<file path="src/hw/rtl/arpc_pkg.sv">
// Package: shared types, codes and constants for the ARP responder with cache.
package arpc_pkg;

  // request codes
  localparam logic [1:0] REQ_PKT    = 2'd0;
  localparam logic [1:0] REQ_LOOKUP = 2'd1;
  localparam logic [1:0] REQ_TICK   = 2'd2;

  // result status codes
  localparam logic [1:0] ST_NONE    = 2'd0;
  localparam logic [1:0] ST_ANSWER  = 2'd1;
  localparam logic [1:0] ST_REPLY   = 2'd2;

  // configuration register indexes
  localparam logic [1:0] CFG_OWN_IP  = 2'd0;
  localparam logic [1:0] CFG_OWN_MAC = 2'd1;
  localparam logic [1:0] CFG_TIMEOUT = 2'd2;

  // header checks
  localparam logic [10:0] MIN_LEN    = 11'd28;
  localparam logic [15:0] HW_ETHER   = 16'd1;
  localparam logic [15:0] PROTO_IPV4 = 16'h0800;
  localparam logic [7:0]  HW_LEN     = 8'd6;
  localparam logic [7:0]  PROTO_LEN  = 8'd4;
  localparam logic [15:0] OP_REQUEST = 16'd1;
  localparam logic [15:0] OP_REPLY   = 16'd2;

  localparam logic [15:0] TIMEOUT_RST = 16'd60;
  localparam int unsigned ENTRY_W = 32 + 48 + 32;

  typedef struct packed {
    logic [1:0]  req_type;
    logic [10:0] packet_length;
    logic [15:0] hw_type;
    logic [15:0] proto_type;
    logic [7:0]  hw_addr_len;
    logic [7:0]  proto_addr_len;
    logic [15:0] opcode;
    logic [47:0] src_mac;
    logic [31:0] src_ip;
    logic [31:0] dst_ip;
    logic [31:0] lookup_ip;
  } in_t;

  typedef struct packed {
    logic [1:0]  status;
    logic        lookup_hit;
    logic [47:0] lookup_mac;
    logic        reply_valid;
    logic [47:0] reply_target_mac;
    logic [31:0] reply_target_ip;
  } out_t;

  typedef enum logic [2:0] {
    S_IDLE,
    S_RD,
    S_CHK,
    S_WR,
    S_DONE
  } state_t;

  typedef struct packed {
    logic accept;
    logic rd;
    logic chk;
    logic wr;
    logic load;
  } cmd_t;

  typedef struct packed {
    logic start_scan;
    logic store_req;
    logic scan_end;
    logic out_busy;
  } sts_t;

endpackage

</file>
<file path="src/hw/rtl/arp_responder_with_cache.sv">
// Top level: ARP responder with address cache, controller plus datapath.
//
//  channel | direction | handshake            | payload
//  in      | input     | in_valid / in_ready  | in_data    (arpc_pkg::in_t)
//  out     | output    | out_valid / out_ready| out_data   (arpc_pkg::out_t)
//  cfg     | input     | cfg_valid / cfg_ready| cfg_index, cfg_data
//
// One item at a time. A scan reads one table entry at a time, a read and then
// a check, from the single read port of the table RAM: a packet or lookup
// scan stops at a match or after ENTRIES entries, a packet that stores adds
// a table write, a tick always reads all ENTRIES, items without a scan skip it.
// Reset clears the valid bits at once; no clearing pass. A stalled result is
// held in the output register; the next item is accepted and worked on, and
// waits for the register only at its end. Configuration is always ready.
module arp_responder_with_cache #(
  parameter int unsigned ENTRIES = 16
) (
  input  logic            clk,
  input  logic            rst_n,
  input  logic            in_valid,
  output logic            in_ready,
  input  arpc_pkg::in_t   in_data,
  output logic            out_valid,
  input  logic            out_ready,
  output arpc_pkg::out_t  out_data,
  input  logic            cfg_valid,
  output logic            cfg_ready,
  input  logic [1:0]      cfg_index,
  input  logic [47:0]     cfg_data
);

  arpc_pkg::cmd_t cmd;
  arpc_pkg::sts_t sts;

  assign cfg_ready = 1'b1;

  arpc_ctrl u_ctrl (
    .clk      (clk),
    .rst_n    (rst_n),
    .in_valid (in_valid),
    .in_ready (in_ready),
    .sts      (sts),
    .cmd      (cmd)
  );

  arpc_dp #(.ENTRIES(ENTRIES)) u_dp (
    .clk       (clk),
    .rst_n     (rst_n),
    .in_data   (in_data),
    .out_data  (out_data),
    .out_valid (out_valid),
    .out_ready (out_ready),
    .cfg_valid (cfg_valid),
    .cfg_index (cfg_index),
    .cfg_data  (cfg_data),
    .cmd       (cmd),
    .sts       (sts)
  );

endmodule

</file>
<file path="src/hw/rtl/arpc_ram.sv">
// Generic single-write, single-read RAM with registered read data.
module arpc_ram #(
  parameter int unsigned WIDTH = 8,
  parameter int unsigned DEPTH = 16
) (
  input  logic                     clk,
  input  logic                     we,
  input  logic [$clog2(DEPTH)-1:0] waddr,
  input  logic [WIDTH-1:0]         wdata,
  input  logic                     re,
  input  logic [$clog2(DEPTH)-1:0] raddr,
  output logic [WIDTH-1:0]         rdata
);

  logic [WIDTH-1:0] mem [DEPTH];

  // write port and registered read port
  always_ff @(posedge clk) begin
    if (we) begin
      mem[waddr] <= wdata;
    end
    if (re) begin
      rdata <= mem[raddr];
    end
  end

endmodule

</file>
<file path="src/hw/rtl/arpc_ctrl.sv">
// Controller: sequences accept, table scan, table write and result hand-off.
module arpc_ctrl (
  input  logic              clk,
  input  logic              rst_n,
  input  logic              in_valid,
  output logic              in_ready,
  input  arpc_pkg::sts_t    sts,
  output arpc_pkg::cmd_t    cmd
);

  arpc_pkg::state_t state_r, state_nxt;

  // state register
  always_ff @(posedge clk) begin
    if (!rst_n) begin
      state_r <= arpc_pkg::S_IDLE;
    end else begin
      state_r <= state_nxt;
    end
  end

  // next state
  always_comb begin
    state_nxt = state_r;
    unique case (state_r)
      arpc_pkg::S_IDLE: begin
        if (in_valid) begin
          state_nxt = sts.start_scan ? arpc_pkg::S_RD : arpc_pkg::S_DONE;
        end
      end
      arpc_pkg::S_RD: state_nxt = arpc_pkg::S_CHK;
      arpc_pkg::S_CHK: begin
        if (sts.scan_end) begin
          state_nxt = sts.store_req ? arpc_pkg::S_WR : arpc_pkg::S_DONE;
        end else begin
          state_nxt = arpc_pkg::S_RD;
        end
      end
      arpc_pkg::S_WR: state_nxt = arpc_pkg::S_DONE;
      arpc_pkg::S_DONE: begin
        if (!sts.out_busy) begin
          state_nxt = arpc_pkg::S_IDLE;
        end
      end
      default: state_nxt = arpc_pkg::S_IDLE;
    endcase
  end

  // outputs
  always_comb begin
    cmd      = '0;
    in_ready = 1'b0;
    unique case (state_r)
      arpc_pkg::S_IDLE: begin
        in_ready   = 1'b1;
        cmd.accept = in_valid;
      end
      arpc_pkg::S_RD:   cmd.rd   = 1'b1;
      arpc_pkg::S_CHK:  cmd.chk  = 1'b1;
      arpc_pkg::S_WR:   cmd.wr   = 1'b1;
      arpc_pkg::S_DONE: cmd.load = !sts.out_busy;
      default: cmd = '0;
    endcase
  end

`ifndef SYNTHESIS
  a_rd_then_chk: assert property (@(posedge clk) disable iff (!rst_n)
    state_r == arpc_pkg::S_RD |=> state_r == arpc_pkg::S_CHK)
    else $error("read not followed by check");
  a_wr_after_chk: assert property (@(posedge clk) disable iff (!rst_n)
    state_r == arpc_pkg::S_WR |-> $past(state_r) == arpc_pkg::S_CHK)
    else $error("table write without finished scan");
  a_load_free: assert property (@(posedge clk) disable iff (!rst_n)
    cmd.load |-> !sts.out_busy)
    else $error("result loaded over a pending result");
`endif

endmodule

</file>
<file path="src/hw/rtl/arpc_dp.sv">
// Datapath: config registers, item register, cache table, scan logic, result register.
module arpc_dp #(
  parameter int unsigned ENTRIES = 16
) (
  input  logic              clk,
  input  logic              rst_n,
  input  arpc_pkg::in_t     in_data,
  output arpc_pkg::out_t    out_data,
  output logic              out_valid,
  input  logic              out_ready,
  input  logic              cfg_valid,
  input  logic [1:0]        cfg_index,
  input  logic [47:0]       cfg_data,
  input  arpc_pkg::cmd_t    cmd,
  output arpc_pkg::sts_t    sts
);

  localparam int unsigned IW = $clog2(ENTRIES);
  localparam int unsigned EW = arpc_pkg::ENTRY_W;

  logic [31:0]        own_ip_r;
  logic [15:0]        timeout_r;
  logic [31:0]        time_r, time_nxt;
  arpc_pkg::in_t      item_r;
  logic               store_r;
  logic [ENTRIES-1:0] valid_r, valid_nxt;
  logic [IW-1:0]      idx_r, match_r, free_r, old_r;
  logic               found_r, free_ok_r;
  logic [31:0]        best_r;
  arpc_pkg::out_t     res_r, res_nxt, out_r;
  logic               out_valid_r;

  logic               hdr_ok, store_in;
  logic [EW-1:0]      rdata;
  logic [31:0]        e_ip, e_stamp, age, key;
  logic [47:0]        e_mac;
  logic               e_valid, e_exp, hit, last;
  logic [IW-1:0]      slot;

  // check the header of the offered item
  assign hdr_ok = (in_data.packet_length >= arpc_pkg::MIN_LEN) &&
                  (in_data.hw_type == arpc_pkg::HW_ETHER) &&
                  (in_data.proto_type == arpc_pkg::PROTO_IPV4) &&
                  (in_data.hw_addr_len == arpc_pkg::HW_LEN) &&
                  (in_data.proto_addr_len == arpc_pkg::PROTO_LEN);
  assign store_in = (in_data.req_type == arpc_pkg::REQ_PKT) && hdr_ok &&
                    (in_data.src_ip != 32'd0);

  // decode the entry read in the previous cycle
  assign e_ip    = rdata[EW-1 -: 32];
  assign e_mac   = rdata[EW-33 -: 48];
  assign e_stamp = rdata[31:0];
  assign age     = time_r - e_stamp;
  assign e_exp   = age > {16'd0, timeout_r};
  assign e_valid = valid_r[idx_r];
  assign key     = (item_r.req_type == arpc_pkg::REQ_PKT) ? item_r.src_ip
                                                          : item_r.lookup_ip;
  assign hit     = e_valid && (e_ip == key) &&
                   ((item_r.req_type == arpc_pkg::REQ_PKT) ||
                    (item_r.req_type == arpc_pkg::REQ_LOOKUP));
  assign last    = idx_r == IW'(ENTRIES - 1);
  assign slot    = found_r ? match_r : (free_ok_r ? free_r : old_r);

  assign sts.start_scan = store_in || (in_data.req_type == arpc_pkg::REQ_LOOKUP) ||
                          (in_data.req_type == arpc_pkg::REQ_TICK);
  assign sts.store_req  = store_r;
  assign sts.scan_end   = hit || last;
  assign sts.out_busy   = out_valid_r && !out_ready;

  arpc_ram #(.WIDTH(EW), .DEPTH(ENTRIES)) u_table (
    .clk   (clk),
    .we    (cmd.wr),
    .waddr (slot),
    .wdata ({item_r.src_ip, item_r.src_mac, time_r}),
    .re    (cmd.rd),
    .raddr (idx_r),
    .rdata (rdata)
  );

  // configuration registers; own_mac only sources replies' sender field,
  // which is built downstream, so its writes are dropped here
  always_ff @(posedge clk) begin
    if (!rst_n) begin
      own_ip_r  <= 32'd0;
      timeout_r <= arpc_pkg::TIMEOUT_RST;
    end else if (cfg_valid) begin
      case (cfg_index)
        arpc_pkg::CFG_OWN_IP:  own_ip_r  <= cfg_data[31:0];
        arpc_pkg::CFG_TIMEOUT: timeout_r <= cfg_data[15:0];
        default: ;
      endcase
    end
  end

  // advance time on an accepted tick
  always_comb begin
    time_nxt = time_r;
    if (cmd.accept && in_data.req_type == arpc_pkg::REQ_TICK) begin
      time_nxt = time_r + 32'd1;
    end
  end

  // valid bits: drop expired entries seen by a tick scan or hit by a lookup, set the written slot
  always_comb begin
    valid_nxt = valid_r;
    if (cmd.chk && e_valid && e_exp &&
        ((item_r.req_type == arpc_pkg::REQ_TICK) ||
         (item_r.req_type == arpc_pkg::REQ_LOOKUP && hit))) begin
      valid_nxt[idx_r] = 1'b0;
    end
    if (cmd.wr) begin
      valid_nxt[slot] = 1'b1;
    end
  end

  // result under construction
  always_comb begin
    res_nxt = res_r;
    if (cmd.accept) begin
      res_nxt = '0;
      if (in_data.req_type == arpc_pkg::REQ_PKT && hdr_ok) begin
        if (in_data.opcode == arpc_pkg::OP_REQUEST && in_data.dst_ip == own_ip_r) begin
          res_nxt.status           = arpc_pkg::ST_ANSWER;
          res_nxt.reply_valid      = 1'b1;
          res_nxt.reply_target_mac = in_data.src_mac;
          res_nxt.reply_target_ip  = in_data.src_ip;
        end else if (in_data.opcode == arpc_pkg::OP_REPLY) begin
          res_nxt.status = arpc_pkg::ST_REPLY;
        end
      end
    end else if (cmd.chk && hit && !e_exp && item_r.req_type == arpc_pkg::REQ_LOOKUP) begin
      res_nxt.lookup_hit = 1'b1;
      res_nxt.lookup_mac = e_mac;
    end
  end

  // control state of the datapath
  always_ff @(posedge clk) begin
    if (!rst_n) begin
      time_r      <= 32'd0;
      valid_r     <= '0;
      out_valid_r <= 1'b0;
    end else begin
      time_r  <= time_nxt;
      valid_r <= valid_nxt;
      if (cmd.load) begin
        out_valid_r <= 1'b1;
      end else if (out_ready) begin
        out_valid_r <= 1'b0;
      end
    end
  end

  // item, scan trackers and result payload
  always_ff @(posedge clk) begin
    res_r <= res_nxt;
    if (cmd.load) begin
      out_r <= res_r;
    end
    if (cmd.accept) begin
      item_r    <= in_data;
      store_r   <= store_in;
      idx_r     <= '0;
      found_r   <= 1'b0;
      free_ok_r <= 1'b0;
    end else if (cmd.chk) begin
      if (!(hit || last)) begin
        idx_r <= idx_r + IW'(1);
      end
      if (hit) begin
        found_r <= 1'b1;
        match_r <= idx_r;
      end
      if (!e_valid && !free_ok_r) begin
        free_ok_r <= 1'b1;
        free_r    <= idx_r;
      end
      if (idx_r == '0 || age > best_r) begin
        best_r <= age;
        old_r  <= idx_r;
      end
    end
  end

  assign out_data  = out_r;
  assign out_valid = out_valid_r;

endmodule
</file>
<file path="config.mk">
export PLATFORM = sky130hd
export DESIGN_NAME = arp_responder_with_cache
export DESIGN_NICKNAME = d
export VERILOG_FILES = /design/src/hw/rtl/arpc_pkg.sv /design/src/hw/rtl/arp_responder_with_cache.sv /design/src/hw/rtl/arpc_ram.sv /design/src/hw/rtl/arpc_ctrl.sv /design/src/hw/rtl/arpc_dp.sv
export SDC_FILE = /design/constraint.sdc
export NUM_CORES = 2
export LEC_CHECK = 0
export BUFFER_PORTS_ARGS = -buffer_cell sky130_fd_sc_hd__clkbuf_2
export CAP_MARGIN = 5
export CORE_MARGIN = 2
export CORE_UTILIZATION = 59
export CTS_BUF_LIST = sky130_fd_sc_hd__clkbuf_4
export CTS_CLUSTER_DIAMETER = 60
export DETAILED_ROUTE_END_ITERATION = 16
export PLACE_DENSITY = 0.76
export SYNTH_ARGS = -nofsm -noshare
export SYNTH_HDL_FRONTEND = slang
export SYNTH_HIERARCHICAL = 1
export SYNTH_SLANG_ARGS = --single-unit
</file>
<file path="constraint.sdc">
create_clock -name clk -period 11.2 [get_ports clk]
set_clock_uncertainty 0.05 [all_clocks]
set_input_delay 1.12 -clock clk [delete_from_list [all_inputs] [get_ports clk]]
set_output_delay 1.12 -clock clk [all_outputs]
set_load 0.005 [all_outputs]
</file>
# ---- Word-level counts from Yosys, hierarchy flattened
# Memories as Yosys holds them, arrays and structs flattened. A register that Yosys moved wholly into a read port is not among the register bits.
# Cells that the tools add are included.
dict set report word_totals {
  ff_bits 529
  latchBits 0
  mem_bits_rw 1792
  rom_bits 0
  in_bits 276
  out_inout_bits 135
  word_cells 148
  memories 1
}
dict set report classes {
  add_sub_neg 3
  n_mul 0
  n_div 0
  n_lt_le_gt_ge 7
  eq_ne 20
  shifts 0
  n_mux 30
  n_bitwise 6
  n_reduce_logical 50
}
# name words width rd rd_clocked_by_memory_dff write_ports line
set mem_list {}
lappend mem_list {u_dp.u_table.mem 16 112 1 1 1 arpc_ram.sv:15} ;# logic [WIDTH-1:0] mem [DEPTH];
# op n
set op_table {}
lappend op_table {{$mux W81} 1}
lappend op_table {{$eq A32 B32 Y1} 2}
lappend op_table {{$add A32 B1 Y32 const B} 1}
lappend op_table {{$eq A16 B1 Y1 const B} 2}
lappend op_table {{$gt A32 B16 Y1} 1}
lappend op_table {{$gt A32 B32 Y1} 1}
lappend op_table {{$mux W16} 2}
lappend op_table {{$mux W32} 1}
lappend op_table {{$reduce_bool A32 Y1} 1}
lappend op_table {{$sub A32 B32 Y32} 1}
lappend op_table {{$logic_and A1 B1 Y1} 21}
lappend op_table {{$and A16 B16 Y16} 1}
lappend op_table {{$eq A16 B12 Y1 const B} 1}
lappend op_table {{$eq A16 B2 Y1 const B} 1}
lappend op_table {{$eq A8 B3 Y1 const B} 2}
lappend op_table {{$not A16 Y16} 1}
lappend op_table {{$or A16 B16 Y16} 1}
lappend op_table {{$mux W3} 5}
lappend op_table {{$pmux W3 S5} 1}
lappend op_table {{$mux W1} 14}
lappend op_table {{$reduce_and A2 Y1} 7}
lappend op_table {{$ge A11 B5 Y1 const B} 1}
lappend op_table {{$lt A4 B5 Y1 const B} 2}
lappend op_table {{$reduce_and A3 Y1} 3}
lappend op_table {{21 further kinds} 42}

# ---- Logic depth before layout (Yosys ltp)
dict set report depth {
  word_depth 12
  depth_mapped 24
  ltp_nobuf 21
}

# ---- Cells and area by module
# The synthesis kept the hierarchy.
# mod n_inst cells_each area_per_inst_um2
set by_module_without_submodules {}
lappend by_module_without_submodules {arpc_ram 1 2864 70291.2}
lappend by_module_without_submodules {arpc_dp 1 1867 23003.3}
lappend by_module_without_submodules {arpc_ctrl 1 30 249.0}
lappend by_module_without_submodules {arp_responder_with_cache 1 2 11.3}

# ---- Worst setup path before layout
# Ideal clock, no wire load.
dict set report synth_timing {
  path_type {register to register}
  startpoint {register u_dp.free_ok_r}
  endpoint {memory u_dp/u_table/mem[0][0] (netlist bit) (enable)}
  t_arrival_ps 9052
  path_slack_ps 1378
  path_stages_with_launch 6
  path_buffers 1
  period_less_slack_ps 9822
  cell_sequence {dfxtp_1 -> clkbuf_1 -> mux2i_1 -> o21ai_0 -> or3b_2 -> nor3_1}
}
dict set report synth_between {
  elab_chain_cells 2
}
# item line
set synth_rtl {}
lappend synth_rtl {{from (decl)} arpc_dp.sv:28} ;# logic found_r, free_ok_r;
lappend synth_rtl {{from (signal assigned)} arpc_dp.sv:165} ;# free_ok_r <= 1'b0;
lappend synth_rtl {{from (signal assigned)} arpc_dp.sv:175} ;# free_ok_r <= 1'b1;
lappend synth_rtl {{$mux W4 (2 in series)} arpc_dp.sv:62} ;# assign slot = found_r ? match_r : (free_ok_r ? free_r : old_r);
lappend synth_rtl {{via u_dp.slot[2]} arpc_dp.sv:38} ;# logic [IW-1:0] slot;
lappend synth_rtl {{to (decl)} arpc_ram.sv:15}
# The timed path passes the listed nets, and every way through them passes these cells.

# ---- Worst setup path in the final report
dict set report layout_timing {
  startpoint {register u_dp.time_r[0]}
  endpoint {register u_dp/res_r[84] (netlist bit)}
}
dict set report layout_between {
  elab_chain_cells 5
}
# item line
set layout_rtl {}
lappend layout_rtl {{from (decl)} arpc_dp.sv:23} ;# logic [31:0] time_r, time_nxt;
lappend layout_rtl {{from (signal assigned)} arpc_dp.sv:144} ;# time_r <= time_nxt;
lappend layout_rtl {{$sub A32 B32 Y32} arpc_dp.sv:53} ;# assign age = time_r - e_stamp;
lappend layout_rtl {{via u_dp.age[14]} arpc_dp.sv:35} ;# logic [31:0] e_ip, e_stamp, age, key;
lappend layout_rtl {{$gt A32 B16 Y1} arpc_dp.sv:54} ;# assign e_exp = age > {16'd0, timeout_r};
lappend layout_rtl {{$logic_not A1 Y1} arpc_dp.sv:131} ;# end else if (cmd.chk && hit && !e_exp && item_r.req_type == arpc_pkg::REQ_LOOKUP) begin
lappend layout_rtl {{$logic_and A1 B1 Y1 (2 in series)} arpc_dp.sv:131}
lappend layout_rtl {{to (signal assigned)} arpc_dp.sv:156} ;# res_r <= res_nxt;
lappend layout_rtl {{to (decl)} arpc_dp.sv:30} ;# arpc_pkg::out_t res_r, res_nxt, out_r;
# The timed path passes the listed nets, and every way through them passes these cells.
# A chain may end at the register's enable or synchronous reset.

==> metrics.txt <==
# nets final 6099; sequential share of the synthesized area 76.4%; # DRC 0; Syn Inst Count 4763; share of post-route cells with drive strength above 1 31.5%; Tot Pwr around 0.018 W; status finished, final reports clean; largest net degree at the start of global routing between 150 and 200; vias in the first global route 52000; maxcap violations 0; CORE AREA approximately 160000 sq um; # placed instances a little over 7000; # rows 146; Skew-Pair Late Insertion Delay 1380 ps; die area about 160000 sq um; Slew Viols, Final 0; Hold Buf Count CTS 149; clock-pin slew on the worst setup and hold paths 70 ps; CTS tree built; CP peak stage delay 1000 ps; setup TNS 0 ps; Slew headroom 12.1%; post-route insts no fill 8252; Max clock buf depth 4; EDFF count, synth approximately 2300; Startpoint Class register; Async SR Flop Fraction 0%; setup violators final 0; global-route wire length before repair 322000 um; drt first-iter violations 5750; Starting Density 59.2%; leakage 36.3 nW; Seq cells post-synth ~2400; Worst Path Arrival 7200 ps; crit path max fanout between 40 and 50; WL final 217000 um; mapped cell area 93600 sq um; Tightest Pin Transition 1310 ps; Die Wd 402 um; maximum VDD drop between 100 and 150 uV; pwr/cell area 171 nW/um^2; area delta synth->final 14.3%; Critical Path Sink Type register; Avg WL per Cell 26.3 um; prevailing post-synth register cell edfxtp_1; WS Path Type reg -> reg; DR pass1 iterations 8; final worst path period need between 6000 and 7000 ps; All-Layer GR Usage 27.0%; number of synthesis warnings 6; final RePlAce weighted congestion between 0.8 and 0.9; post-cts sizing count 0; post-synthesis cell type count 79; Net Count, Synth 5123; setup repair bufs after CTS 0; RSZ-0062 raised after global routing no; Root Buffer clkbuf_4; Post-DRT Antenna Nets 0; Port Buffers 391; Fmax 0.165 GHz; CTS buffer count roughly 610; Syn Area/Cell 19.6 sq um; critical-path cell list inv_1, ha_1, fa_1, nand2b_1, a21oi_1, or4_4, and2_4, a31oi_1, nor2b_1, o21ai_0, nor2b_1, xnor2_1, ha_1, a21oi_1, nor2b_1, a2111oi_0, a31oi_1, nor4_2, and4b_4, nand4_1, a21oi_1; hold crit path type in -> reg; H-Tree Depth 6; Clock Sinks 2431; global route total overflow 0; Final Hold Vio Count 0; via count 50900; vias per cell 6.17; fin crit share 54.2%; I/O pin cnt 411; die height 402 um; CP max stage cell and4b_4; initial antenna violation count 6; post-DP HPWL 107000 um; Worst Path Required 12340 ps
[final cells by class]
cell class / count / area, sq um
Sequential cell: 2431 / 71500
Clock inverter: 131 / 724
Inverter: 98 / 368
Tap cell: 2072 / 2590
Fill cell: 9888 / 51100
Clock buffer: 916 / 6880
Antenna cell: 5 / 12.5
Multi-Input combinational cell: 1989 / 20700
Timing Repair Buffer: 610 / 4190
[layout by cell type (no fill, tap or decap), types with 12 or more instances in the layout]
cell type      synthesis  final
nand3_1               30     30
o211ai_1              22     22
nor4_1                29     29
a22oi_1              225    225
nand2_1              271    271
clkinv_2               0     15
dlygate4sd3_1          0    149
xnor2_1               72     72
inv_1                 98     98
mux2i_1               41     41
buf_12                 0     17
clkbuf_4               0    916
a21o_1                22     22
buf_4                 40     53
clkinv_1               0     90
a21oi_1               98     98
nand4_1               88     88
o31ai_1               49     49
xor2_1                48     48
o21ai_0               25     25
edfxtp_1            2276   2276
and2_1               121    119
clkbuf_2               1    390
and3_1                12     12
inv_2                  0     17
nor3_1                18     12
nor2_1                74     60
dfxtp_1              155    153
o221a_2               15     15
mux4_2               453    453
ha_1                  83     83
nor2b_1               19     17
nor2_4                 1     15
a21boi_0              48     48
[report_power, final]
group	internal, W	total, W	switching [W]
combinational	0.000317	0.000694	0.000378
sequential	0.0101	0.0103	0.000155
clock	0.00390	0.00731	0.00341
total	0.0143	0.0183	0.00394
[sequential cells by signal (all words and copies together) (netlist names)]
name,count
u_ctrl/state_r,3
u_dp/best_r,32
u_dp/found_r,1
u_dp/free_ok_r,1
u_dp/free_r,4
u_dp/idx_r,4
u_dp/item_r,114
u_dp/match_r,4
u_dp/old_r,4
u_dp/out_data,131
u_dp/out_valid,1
u_dp/own_ip_r,32
u_dp/res_r,131
u_dp/store_r,1
u_dp/time_r,32
u_dp/timeout_r,16
u_dp/u_table/mem,1792
u_dp/u_table/rdata,112
u_dp/valid_r,16
[critical path, delay by kind of cell (launching register included)]
kind            cells  cell delay [ps]
xor+xnor            1              320
compound gates      7             1270
simple gates        9             2300
fa+ha+maj           3             1030
buf+inv             1              170
flops               1              700
[metrics by stage]
step                instance area, sq um  hold WS, ps  worst slack (ps)  util [%]
global placement                   97800          351              5290      61.9
global route                      107000         76.3              4660      67.7
CTS                               107000         7.94              5170      67.6
detailed placement                 97800          355              5230      61.9
floorplan                          93600          350              1380         -
finish                            107000          173              5140      67.7
[synth_stat cells, types with 19 or more instances]
cell | number | share of area [%]
xor2_1 | 48 | 0.45
xnor2_1 | 72 | 0.67
buf_1 | 42 | 0.17
nor2b_1 | 19 | 0.13
nand2_1 | 271 | 1.1
a21boi_0 | 48 | 0.39
clkbuf_1 | 110 | 0.44
nand4_1 | 88 | 0.59
a21o_1 | 22 | 0.18
buf_4 | 40 | 0.32
a22oi_1 | 225 | 1.8
o211ai_1 | 22 | 0.18
a21oi_1 | 98 | 0.52
mux2i_1 | 41 | 0.44
o21ai_0 | 25 | 0.13
edfxtp_1 | 2276 | 73
ha_1 | 83 | 1.1
o31ai_1 | 49 | 0.39
nand3_1 | 30 | 0.16
and2_1 | 121 | 0.81
inv_1 | 98 | 0.39
nor2_1 | 74 | 0.30
buf_2 | 35 | 0.19
mux4_2 | 453 | 11
dfxtp_1 | 155 | 3.3
nor4_1 | 29 | 0.19
[per-layer routing]
metal / GRT usage [%] / part of all wire (%) / vias to the layer above
li1: - / - / 21700
met1: 38.1 / 39 / 25700
met2: 42.0 / 48 / 3055
met3: 6.34 / 11 / 384
met4: 9.29 / 2.5 / 2
met5: 0 / 0.0060 / -
[path summary, 6_finish.rpt]
path,cells past startpoint,slack (ps),start,end
setup / recovery,21,5140,u_dp/time_r[0]$_SDFFE_PN0P_,u_dp/res_r[84]$_SDFFE_PP0P_
hold / removal,2,170,in_data[145],u_dp/res_r[131]$_SDFFCE_PP0P_
setup reg to reg,21,5140,u_dp/time_r[0]$_SDFFE_PN0P_,u_dp/res_r[84]$_SDFFE_PP0P_
hold reg to reg,0,330,u_dp/res_r[6]$_SDFFCE_PN0P_,u_dp/out_data[6]$_DFFE_PP_
[logic make-up after synthesis]
group,Yosys count,synth area share [%]
and+or+nand+nor,724,3.98
muxes,494,11.3
buffers and inverters,343,1.72
DFF,2431,76.4
adders and majority gates,85,1.14
xor gates and xnor gates,120,1.12
other,1,0.00401
AOI/OAI and AO/OA,565,4.31
No activity file was read; power rests on OpenSTA's default activity.
